### config.mk
export PLATFORM = sky130hd
export DESIGN_NAME = smasm_sequencer
export DESIGN_NICKNAME = d
export VERILOG_FILES = /design/src/rtl/smasm_pkg.sv /design/src/rtl/smasm_sequencer.sv
export VERILOG_INCLUDE_DIRS = /design/src /design/src/rtl
export SDC_FILE = /design/constraint.sdc
export NUM_CORES = 1
export LEC_CHECK = 0
export ABC_AREA = 1
export BUFFER_PORTS_ARGS = -buffer_cell sky130_fd_sc_hd__buf_2
export CAP_MARGIN = 15
export CORE_MARGIN = 2
export CORE_UTILIZATION = 45
export DETAILED_ROUTE_END_ITERATION = 7
export PLACE_DENSITY = 0.63
export SLEW_MARGIN = 20
export SYNTH_ARGS = -nofsm -noshare
export SYNTH_HDL_FRONTEND = slang
export SYNTH_SLANG_ARGS = --single-unit
### constraint.sdc
create_clock -name clk -period 3.25 [get_ports clk]
set_input_delay 0.325 -clock clk [delete_from_list [all_inputs] [get_ports clk]]
set_output_delay 0.325 -clock clk [all_outputs]
set_load 0.01 [all_outputs]
### src/rtl/assert_macros.svh
// Assertion macros shared by the block's RTL files.
`ifndef ASSERT_MACROS_SVH
`define ASSERT_MACROS_SVH

`ifndef NO_ASSERTIONS

// Checked on every rising edge outside reset.
`define SMA_ASSERT(lbl, clk, rst, prop, msg) \
  lbl: assert property (@(posedge clk) disable iff (rst) prop) else $error(msg);

// Checked on every rising edge, reset included.
`define SMA_ASSERT_ALWAYS(lbl, clk, prop, msg) \
  lbl: assert property (@(posedge clk) prop) else $error(msg);

`else

`define SMA_ASSERT(lbl, clk, rst, prop, msg)
`define SMA_ASSERT_ALWAYS(lbl, clk, prop, msg)

`endif

`endif

### src/rtl/smasm_pkg.sv
// Package: mesh sizes, fixed-point widths, element matrix, datapath opcodes and control types.
`timescale 1ns / 1ps

package smasm_pkg;

  // Mesh
  localparam int ELEMS_X = 8;
  localparam int ELEMS_Y = 4;
  localparam int NNODES  = (ELEMS_X + 1) * (ELEMS_Y + 1);
  localparam int NDOF    = 2 * NNODES;
  localparam int NDOF_SQ = NDOF * NDOF;

  localparam int NODE_W = $clog2(NNODES);
  localparam int DOF_W  = NODE_W + 1;
  localparam int ADDR_W = $clog2(NDOF_SQ);

  // Input item field widths
  localparam int FUNC_W = 2;
  localparam int ECOL_W = 3;
  localparam int EROW_W = 2;
  localparam int DENS_W = 16;
  localparam int MIDX_W = 7;
  localparam int VAL_W  = 32;

  // Operation codes
  localparam logic [FUNC_W-1:0] FUNC_ASSEMBLE = 2'd0;
  localparam logic [FUNC_W-1:0] FUNC_READ     = 2'd1;
  localparam logic [FUNC_W-1:0] FUNC_CLEAR    = 2'd2;

  // Element matrix, 8x8, walked as one 6-bit index (row in the top bits)
  localparam int KE_DIM_W = 3;
  localparam int KE_N     = 64;
  localparam int K_W      = $clog2(KE_N);

  // Arithmetic widths
  localparam int SQ_W       = 17;  // density squared, Q2.15
  localparam int COEFF_W    = 18;  // density cubed, Q3.15
  localparam int KE_W       = 28;  // signed Q0.27 element entry
  localparam int KE_MAG_W   = KE_W - 1;
  localparam int MUL_A_W    = COEFF_W;
  localparam int MUL_B_W    = KE_MAG_W;
  localparam int PROD_W     = MUL_A_W + MUL_B_W;
  localparam int RND_SHIFT  = 15;
  localparam int RND_W      = PROD_W - RND_SHIFT;
  localparam int ROUND_HALF = 1 << (RND_SHIFT - 1);

  localparam logic signed [VAL_W-1:0] VAL_MAX = {1'b0, {(VAL_W-1){1'b1}}};
  localparam logic signed [VAL_W-1:0] VAL_MIN = {1'b1, {(VAL_W-1){1'b0}}};

  // Distinct element matrix values in Q0.27, rounded half away from zero
  localparam logic signed [KE_W-1:0] KE_A = 28'sd66371338;   //  0.494505
  localparam logic signed [KE_W-1:0] KE_B = 28'sd23967394;   //  0.178571
  localparam logic signed [KE_W-1:0] KE_C = -28'sd40560329;  // -0.302198
  localparam logic signed [KE_W-1:0] KE_D = -28'sd1843615;   // -0.013736
  localparam logic signed [KE_W-1:0] KE_E = -28'sd33185736;  // -0.247253
  localparam logic signed [KE_W-1:0] KE_F = 28'sd7374593;    //  0.054945

  localparam logic signed [KE_W-1:0] KE_Q27 [KE_N] = '{
    KE_A,  KE_B,  KE_C,  KE_D,  KE_E, -KE_B,  KE_F, -KE_D,
    KE_B,  KE_A, -KE_D,  KE_F, -KE_B,  KE_E,  KE_D,  KE_C,
    KE_C, -KE_D,  KE_A, -KE_B,  KE_F,  KE_D,  KE_E,  KE_B,
    KE_D,  KE_F, -KE_B,  KE_A, -KE_D,  KE_C,  KE_B,  KE_E,
    KE_E, -KE_B,  KE_F, -KE_D,  KE_A,  KE_B,  KE_C,  KE_D,
   -KE_B,  KE_E,  KE_D,  KE_C,  KE_B,  KE_A, -KE_D,  KE_F,
    KE_F,  KE_D,  KE_E,  KE_B,  KE_C, -KE_D,  KE_A, -KE_B,
   -KE_D,  KE_C,  KE_B,  KE_E,  KE_D,  KE_F, -KE_B,  KE_A
  };

  // Datapath operations, one per microcode step
  typedef enum logic [3:0] {
    OP_NOP,
    OP_FETCH,
    OP_SQ_MUL,
    OP_SQ_RND,
    OP_CO_MUL,
    OP_CO_RND,
    OP_STREAM,
    OP_RD_ISSUE,
    OP_RD_LOAD,
    OP_CLEAR
  } op_t;

  // Sequencer to datapath
  typedef struct packed {
    op_t               op;
    logic [ADDR_W-1:0] cnt;  // element matrix index or clear address
  } ctrl_t;

  // Datapath to sequencer
  typedef struct packed {
    logic              accept;
    logic [FUNC_W-1:0] func;
    logic              elem_bad;
    logic              pipe_busy;
    logic              out_blocked;
  } stat_t;

  // Global degree of freedom of local dof sel, nodes n1 (left) and n2 (right)
  function automatic logic [DOF_W-1:0] edof(input logic [NODE_W-1:0] n1,
                                            input logic [NODE_W-1:0] n2,
                                            input logic [KE_DIM_W-1:0] sel);
    logic [DOF_W-1:0] dof;
    unique case (sel)
      3'd0:    dof = {n1, 1'b0};
      3'd1:    dof = {n1, 1'b1};
      3'd2:    dof = {n2, 1'b0};
      3'd3:    dof = {n2, 1'b1};
      3'd4:    dof = {n2, 1'b0} + DOF_W'(2);
      3'd5:    dof = {n2, 1'b1} + DOF_W'(2);
      3'd6:    dof = {n1, 1'b0} + DOF_W'(2);
      default: dof = {n1, 1'b1} + DOF_W'(2);
    endcase
    return dof;
  endfunction

endpackage

### src/rtl/smasm_sequencer.sv
// Microcode sequencer: program ROM, step counter, loop counter and jump logic.
`timescale 1ns / 1ps
`include "assert_macros.svh"

module smasm_sequencer import smasm_pkg::*; (
  input  logic  clk,
  input  logic  rst,
  input  stat_t stat,
  output ctrl_t ctrl
);

  localparam int UPC_W = 4;

  typedef enum logic [2:0] {
    J_NEXT,
    J_GOTO,
    J_DISPATCH,
    J_IF_BAD,
    J_LOOP_K,
    J_LOOP_CLR,
    J_WAIT_DRAIN,
    J_WAIT_OUT
  } jump_t;

  typedef struct packed {
    op_t              op;
    jump_t            jump;
    logic [UPC_W-1:0] target;
  } uword_t;

  // Program entry points
  localparam logic [UPC_W-1:0] UA_FETCH  = 4'd0;
  localparam logic [UPC_W-1:0] UA_ASM    = 4'd1;
  localparam logic [UPC_W-1:0] UA_DRAIN  = 4'd6;
  localparam logic [UPC_W-1:0] UA_RD     = 4'd7;
  localparam logic [UPC_W-1:0] UA_CLR    = 4'd9;
  localparam logic [UPC_W-1:0] UA_LAST   = UA_CLR;

  function automatic uword_t ucode(input logic [UPC_W-1:0] pc);
    uword_t w;
    unique case (pc)
      4'd0:    w = '{OP_FETCH,    J_DISPATCH,   UA_FETCH};
      4'd1:    w = '{OP_SQ_MUL,   J_IF_BAD,     UA_FETCH};
      4'd2:    w = '{OP_SQ_RND,   J_NEXT,       UA_FETCH};
      4'd3:    w = '{OP_CO_MUL,   J_NEXT,       UA_FETCH};
      4'd4:    w = '{OP_CO_RND,   J_NEXT,       UA_FETCH};
      4'd5:    w = '{OP_STREAM,   J_LOOP_K,     UA_DRAIN};
      4'd6:    w = '{OP_NOP,      J_WAIT_DRAIN, UA_FETCH};
      4'd7:    w = '{OP_RD_ISSUE, J_NEXT,       UA_FETCH};
      4'd8:    w = '{OP_RD_LOAD,  J_WAIT_OUT,   UA_FETCH};
      4'd9:    w = '{OP_CLEAR,    J_LOOP_CLR,   UA_FETCH};
      default: w = '{OP_NOP,      J_GOTO,       UA_FETCH};
    endcase
    return w;
  endfunction

  logic [UPC_W-1:0]  upc, upc_next;
  logic [ADDR_W-1:0] cnt, cnt_next;
  uword_t            uw;
  logic              stay;
  logic              last_k, last_clr;

  assign uw       = ucode(upc);
  assign last_k   = (cnt[K_W-1:0] == {K_W{1'b1}});
  assign last_clr = (cnt == ADDR_W'(NDOF_SQ - 1));

  always_comb begin
    stay     = 1'b0;
    upc_next = upc + UPC_W'(1);
    unique case (uw.jump)
      J_NEXT:   upc_next = upc + UPC_W'(1);
      J_GOTO:   upc_next = uw.target;
      J_DISPATCH: begin
        if (!stat.accept) begin
          upc_next = upc;
        end else begin
          unique case (stat.func)
            FUNC_ASSEMBLE: upc_next = UA_ASM;
            FUNC_READ:     upc_next = UA_RD;
            FUNC_CLEAR:    upc_next = UA_CLR;
            default:       upc_next = UA_FETCH;
          endcase
        end
      end
      J_IF_BAD:     upc_next = stat.elem_bad ? uw.target : upc + UPC_W'(1);
      J_LOOP_K: begin
        stay     = !last_k;
        upc_next = last_k ? uw.target : upc;
      end
      J_LOOP_CLR: begin
        stay     = !last_clr;
        upc_next = last_clr ? uw.target : upc;
      end
      J_WAIT_DRAIN: upc_next = stat.pipe_busy ? upc : uw.target;
      J_WAIT_OUT:   upc_next = stat.out_blocked ? upc : uw.target;
      default:      upc_next = UA_FETCH;
    endcase
    cnt_next = stay ? cnt + ADDR_W'(1) : '0;
  end

  // Reset starts the clearing sweep of the matrix store
  always_ff @(posedge clk) begin
    if (rst) begin
      upc <= UA_CLR;
      cnt <= '0;
    end else begin
      upc <= upc_next;
      cnt <= cnt_next;
    end
  end

  always_comb begin
    ctrl.op  = uw.op;
    ctrl.cnt = cnt;
  end

  `SMA_ASSERT(a_cnt_in_loop, clk, rst, (cnt != '0) |-> (uw.op == OP_STREAM || uw.op == OP_CLEAR), "loop counter running outside a loop step")
  `SMA_ASSERT(a_upc_range, clk, rst, upc <= UA_LAST, "step counter left the program")

endmodule

==> impl_metrics.yaml, run 1 <==
status:
  outcome: "finished clean"
pwr:
  leakage_nw: 0.7613
  pwr-share-seq: 0.355
  switchingPower_uw: 586.1
  ir_drop_uv: 415.2
  intPower_uw: 658.8
  pwr-share-comb: 0.534
  pwr-share-clk: 0.111
  power_mw: 1.245
  power.share.switching: 0.4708
  powerDensity_nw_per_um2: 774.9
critical_path:
  worstPathMaxFanout: 5
  start_kind: "register"
  cp.arrival_ps: 2420
  crit_type: "register to register"
  rrSetupSlack_ps: 1060
  rr_startpoint: "cnt[0]$_SDFF_PP0_"
  crit_required_ps: 3470
  end_kind: "register"
  critPathLaunch: "cnt[0]$_SDFF_PP0_"
floorplanning:
  start_util: 0.4754
  dieArea_um2: 3695
  io_pins: 25
  fp.dieW_um: 60.79
  core_um2: 3053
  die_height_um: 60.79
  row_count: 20
flow_run:
  cap_violations: 0
placement:
  dp.final_hpwl_um: 2086
  place_inst: 265
  numPortBuffers: 24
  gp_congestion: 0.8557
routing:
  drt_iter0_drc: 46
  drt_first_pass_iters: 4
  vias: 1244
  ant_nets: 0
  drc_errors: 0
  wirelength_um: 2664
  routed_via_density: 4.625
  routedWlPerCell_um: 9.903
global_routing:
  grt_pass1_vias: 1031
  grt_use_met3: 0.01919
  grt_pass1_wl_um: 4485
  grt-ovfl-total: 0
  antenna_found_initial: 0
  busiest_layer: "met1"
  use_met1: 0.2435
  track_usage: 0.1599
  grt_use_met2: 0.2320
  grt_max_degree: 14
logic_synthesis:
  avgSynthCellArea_um2: 7.150
  synth_top_area_share: 0.3448
  synth-seq-cells: 25
  ys_seq_area_frac: 0.3448
  synth_nets: 216
  synth_area_um2: 1451
  synth_edf_count: 0
  synthCells: 203
  synthFlopType: "dfxtp_1"
  yosysTopAreaCell: "dfxtp_1"
  ys_async_sr_fraction: 0
  yosys-top-cells-count: "nand2_1, dfxtp_1, inv_1, nor2_1, nand3_1"
  synth.most_common_cell: "nand2_1"
  ys.warnings.count: 0
  yosysUniqueCellTypes: 33
  synth.area.top_cells: "dfxtp_1, nand2_1, inv_1"
clock_tree:
  ctsResizeCount: 0
  postCtsHoldBufs: 0
  cts_buffers: 3
  h-tree-depth: 1
  cts_sinks: 25
  clk_path_buf_depth: 2
  cts_tree: "yes"
  post_cts_buffers: 0
  clock_latency_ps: 320
  clockRootBuffer: "clkbuf_4"
  cts.clk_slew.worst_paths_ps: 140
sta:
  slew_headroom: 0.6777
  min_period_ps: 2193
  slew_viol_final: 0
  hold_viol_final: 0
  fmax_mhz: 456.0
  worst_pin_slew_ps: 482.3
  rsz0062_at_grt: "false"
  setup_tns_ps: 0
  finalSetupViolCount: 0
  fin_crit_sh: 0.6747
  skew_ps: 12.38
layout:
  final_nets: 239
  fin_cells: 269
  area_delta_synth_final_pct: 10.69
  drive_gt1_frac: 0.2489
  antenna_cells: 0
min_path:
  hp-class: "input port to register"
  hp-start: "rst"
-- layout by cell type (no fill, tap or decap), drive strengths merged, types with 5 or more instances in the layout --
| cell type | n |
|---|---|
| nor3 | 5 |
| ha | 5 |
| buf | 24 |
| nand3 | 21 |
| dfxtp | 25 |
| nor2 | 27 |
| nand2 | 58 |
| inv | 28 |
| a21oi | 6 |
-- power by group through the flow --
stage	registers, mW	logic, mW	clock network, mW
detailed placement	0.448	0.667	0
CTS	0.441	0.669	0.145
global route	0.450	0.762	0.154
global placement	0.449	0.672	0
floorplan	0.433	0.581	0
finish	0.442	0.664	0.138
-- worst max-delay path, stage by stage, from the launching register on --
cell     delay [ps]
dfxtp_1         420
ha_1            240
nand3_2         120
nor2_2          140
nor2_2           60
inv_2            70
nand2_1          80
nor2_2          110
nand2_1          90
nand3_2         110
inv_1            80
ha_1            320
nand4_1         110
nand3_1         110
nand2_1          50
-- worst paths after layout --
| path | to | depth (start not counted) |
|---|---|---|
| max | uw[7]$_DFF_P_ | 14 |
| min | upc[0]$_SDFFE_PP1N_ | 3 |
| max reg2reg | uw[7]$_DFF_P_ | 14 |
| min reg2reg | cnt[0]$_SDFF_PP0_ | 1 |
-- per-stage QoR --
stage / worst slack, ps / util / hold slack, ps / cell area (um^2)
6_report: 1057 / 0.5262 / 463.5 / 1607
5_1_grt: 836.2 / 0.5262 / 461.8 / 1607
4_1_cts: 1059 / 0.5262 / 452.5 / 1607
3_5_place_dp: 1101 / 0.5176 / 464.3 / 1580
3_3_place_gp: 1176 / 0.5176 / 455.6 / 1580
2_1_floorplan: 1211 / - / 479.9 / 1451
-- sequential cells by signal (all words and copies together), names as in the netlist --
signal	count
upc	4
cnt	13
uw	8
-- logic make-up (layout without fill, tap and decap cells) --
group | after synthesis | after routing | share of synthesized area
compound gates | 10 | 10 | 0.03707
xor+xnor | 7 | 7 | 0.04224
fa+ha+maj | 5 | 5 | 0.04310
buf+inv | 35 | 57 | 0.1086
flops | 25 | 25 | 0.3448
simple gates | 121 | 121 | 0.4241
-- routing by layer --
layer  share of wire  up-vias
li1                -      679
met1            0.55      533
met2            0.39       28
met3           0.047        4
met4           0.012        0
met5               0        -
-- final cells by class --
cell class | count | area, um^2
timing repair buffer | 24 | 120.1
fill | 315 | 1446
clock buffer | 4 | 26.28
tap | 44 | 55.05
inverter | 29 | 111.4
sequential | 25 | 500.5
multi-input combinational | 143 | 793.3
Power figures use the tool's default switching activity.
==> run 2, diff against run 1 <==
- PLACE_DENSITY: 0.63 -> 0.66
- clock period: 3.25 -> 1.8 ns (I/O delays scaled with it)
==> impl_metrics.yaml, run 2 (synthesis gave the netlist of run 1 again) <==
routing:
  wirelength_um: 2987
  drt_iter0_drc: 39
  routed_via_density: 4.625
  drt_first_pass_iters: 4
  vias: 1392
  ant_nets: 0
  drc_errors: 0
  routedWlPerCell_um: 9.924
layout:
  fin_cells: 301
  antenna_cells: 0
  final_nets: 271
  layout_commonest_cell: "nand2_1"
  largest_reg_flops: 13
  fin_area_um2: 1942
  top_register: "cnt"
  area_delta_synth_final_pct: 33.79
  nFillCells: 307
  drive_gt1_frac: 0.4125
  layout_common_cells: "nand2_1, buf_4, buf_2, inv_1, nor2_1"
  fin_util: 0.6361
sta:
  setup_ws_ps: -33.65
  worst_pin_slew_ps: 305.8
  setup_tns_ps: -36.93
  hold_viol_final: 0
  min_period_ps: 1834
  slew_headroom: 0.7945
  fin_crit_sh: 1.019
  skew_ps: 7.060
  finalSetupViolCount: 2
  slew_viol_final: 0
  rsz0062_at_grt: "true"
  fmax_mhz: 545.4
global_routing:
  antenna_found_initial: 0
  track_usage: 0.1857
  grt_pass1_vias: 1280
  grt_pass1_wl_um: 5250
  grt_max_degree: 15
  use_met1: 0.2285
  grt-ovfl-total: 0
  grt_use_met3: 0.01919
  busiest_layer: "met2"
  grt_use_met2: 0.3349
placement:
  numPortBuffers: 24
  place_inst: 293
  dpl_cell_area_um2: 1826
  dp.final_hpwl_um: 2361
  gp_congestion: 0.8233
floorplanning:
  dieArea_um2: 3695
  die_height_um: 60.79
  start_util: 0.4754
  io_pins: 25
  fp.dieW_um: 60.79
  core_um2: 3053
  row_count: 20
pwr:
  switchingPower_mw: 1.215
  ir_drop_uv: 917.7
  intPower_mw: 1.541
  leakage_nw: 0.9277
  power.share.switching: 0.4408
  pwr-share-comb: 0.614
  powerDensity_nw_per_um2: 1419
  pwr-share-clk: 0.092
  pwr-share-seq: 0.294
  power_mw: 2.755
critical_path:
  end_kind: "register"
  crit_chain: "ha_4, nand2_2, nor2_2, nand3_2, nand2_2, nand2_2, nor2_2, nand2_1, nand3_2, inv_2, ha_4, nand4_1, nand3_1, nand2_1"
  slowest_delay_ps: 380
  crit_required_ps: 2040
  path_common_cell: "nand2_2"
  critical_path.slowest_cell: "dfxtp_4"
  start_kind: "register"
  cp.arrival_ps: 2070
  crit_type: "register to register"
  worstPathMaxFanout: 3
clock_tree:
  h-tree-depth: 1
  clk_path_buf_depth: 2
  cts_sinks: 25
  cts_buffers: 3
  cts_tree: "yes"
  cts.clk_slew.worst_paths_ps: 140
  clockRootBuffer: "clkbuf_4"
  clock_latency_ps: 330
status:
  violations: "setup timing"
  outcome: "complete, but fails checks"
flow_run:
  cap_violations: 0
min_path:
  hp-class: "input port to register"
-- run 2: cell types whose count changed in the layout (fill, tap and decap cells not counted), sizes merged --
cell / before / now
buf: 24 / 56
clkbuf: 4 / 3
clkinv: 1 / 2
-- run 2: worst paths after layout --
kind,end,start,depth (start not counted),slack (ps)
worst max register to register,uw[7]$_DFF_P_,cnt[1]$_SDFF_PP0_,14,-30
worst max-delay path,uw[7]$_DFF_P_,cnt[1]$_SDFF_PP0_,14,-30
worst min register to register,cnt[4]$_SDFF_PP0_,cnt[4]$_SDFF_PP0_,2,540
worst min-delay path,upc[0]$_SDFFE_PP1N_,rst,3,230
-- run 2: critical path, delay by kind of cell (launching register included) --
family | cells | cell delay, ps
DFF | 1 | 380
adders and majority gates | 2 | 410
buffers and inverters | 1 | 60
and+or+nand+nor | 11 | 880
-- run 2: layer usage --
metal | share of wire | up-vias
met2 | 0.51 | 19
li1 | - | 739
met1 | 0.45 | 629
met5 | 0 | -
met3 | 0.020 | 5
met4 | 0.014 | 0
-- run 2: per-stage QoR --
step / worst slack (ps) / hold WS, ps
5_1_grt: -181.2 / 243.5
4_1_cts: -35.02 / 223.1
2_1_floorplan: -61.79 / 453.6
3_3_place_gp: -34.07 / 514.7
3_5_place_dp: -48.36 / 513.2
6_report: -33.65 / 230.8
-- run 2: timing repair --
action                                  in CTS  in global routing
gates cloned                                 0                  0
gates resized for setup                      6                 13
hold buffers                                 0                  0
pin swaps                                    6                  5
endpoints found under the setup margin       6                  7
buffers inserted                             2                  2
-- run 2: cell type report --
class / count / area (um^2) / area share
clock buffer: 3 / 22.52 / 0.01160
clock inverter: 1 / 5.005 / 0.002577
inverter: 29 / 111.4 / 0.05735
multi-input combinational: 143 / 865.8 / 0.4459
sequential: 25 / 514.2 / 0.2648
tap: 44 / 55.05 / 0.02835
timing repair buffer: 56 / 367.9 / 0.1894
-- run 2: power by group through the flow --
stage,Sequential (mW),Combinational [mW],Clock [mW]
6_report,0.809,1.69,0.254
3_5_place_dp,0.815,1.50,0
5_1_grt,0.827,1.90,0.297
2_1_floorplan,0.792,1.09,0
3_3_place_gp,0.816,1.49,0
4_1_cts,0.805,1.60,0.268
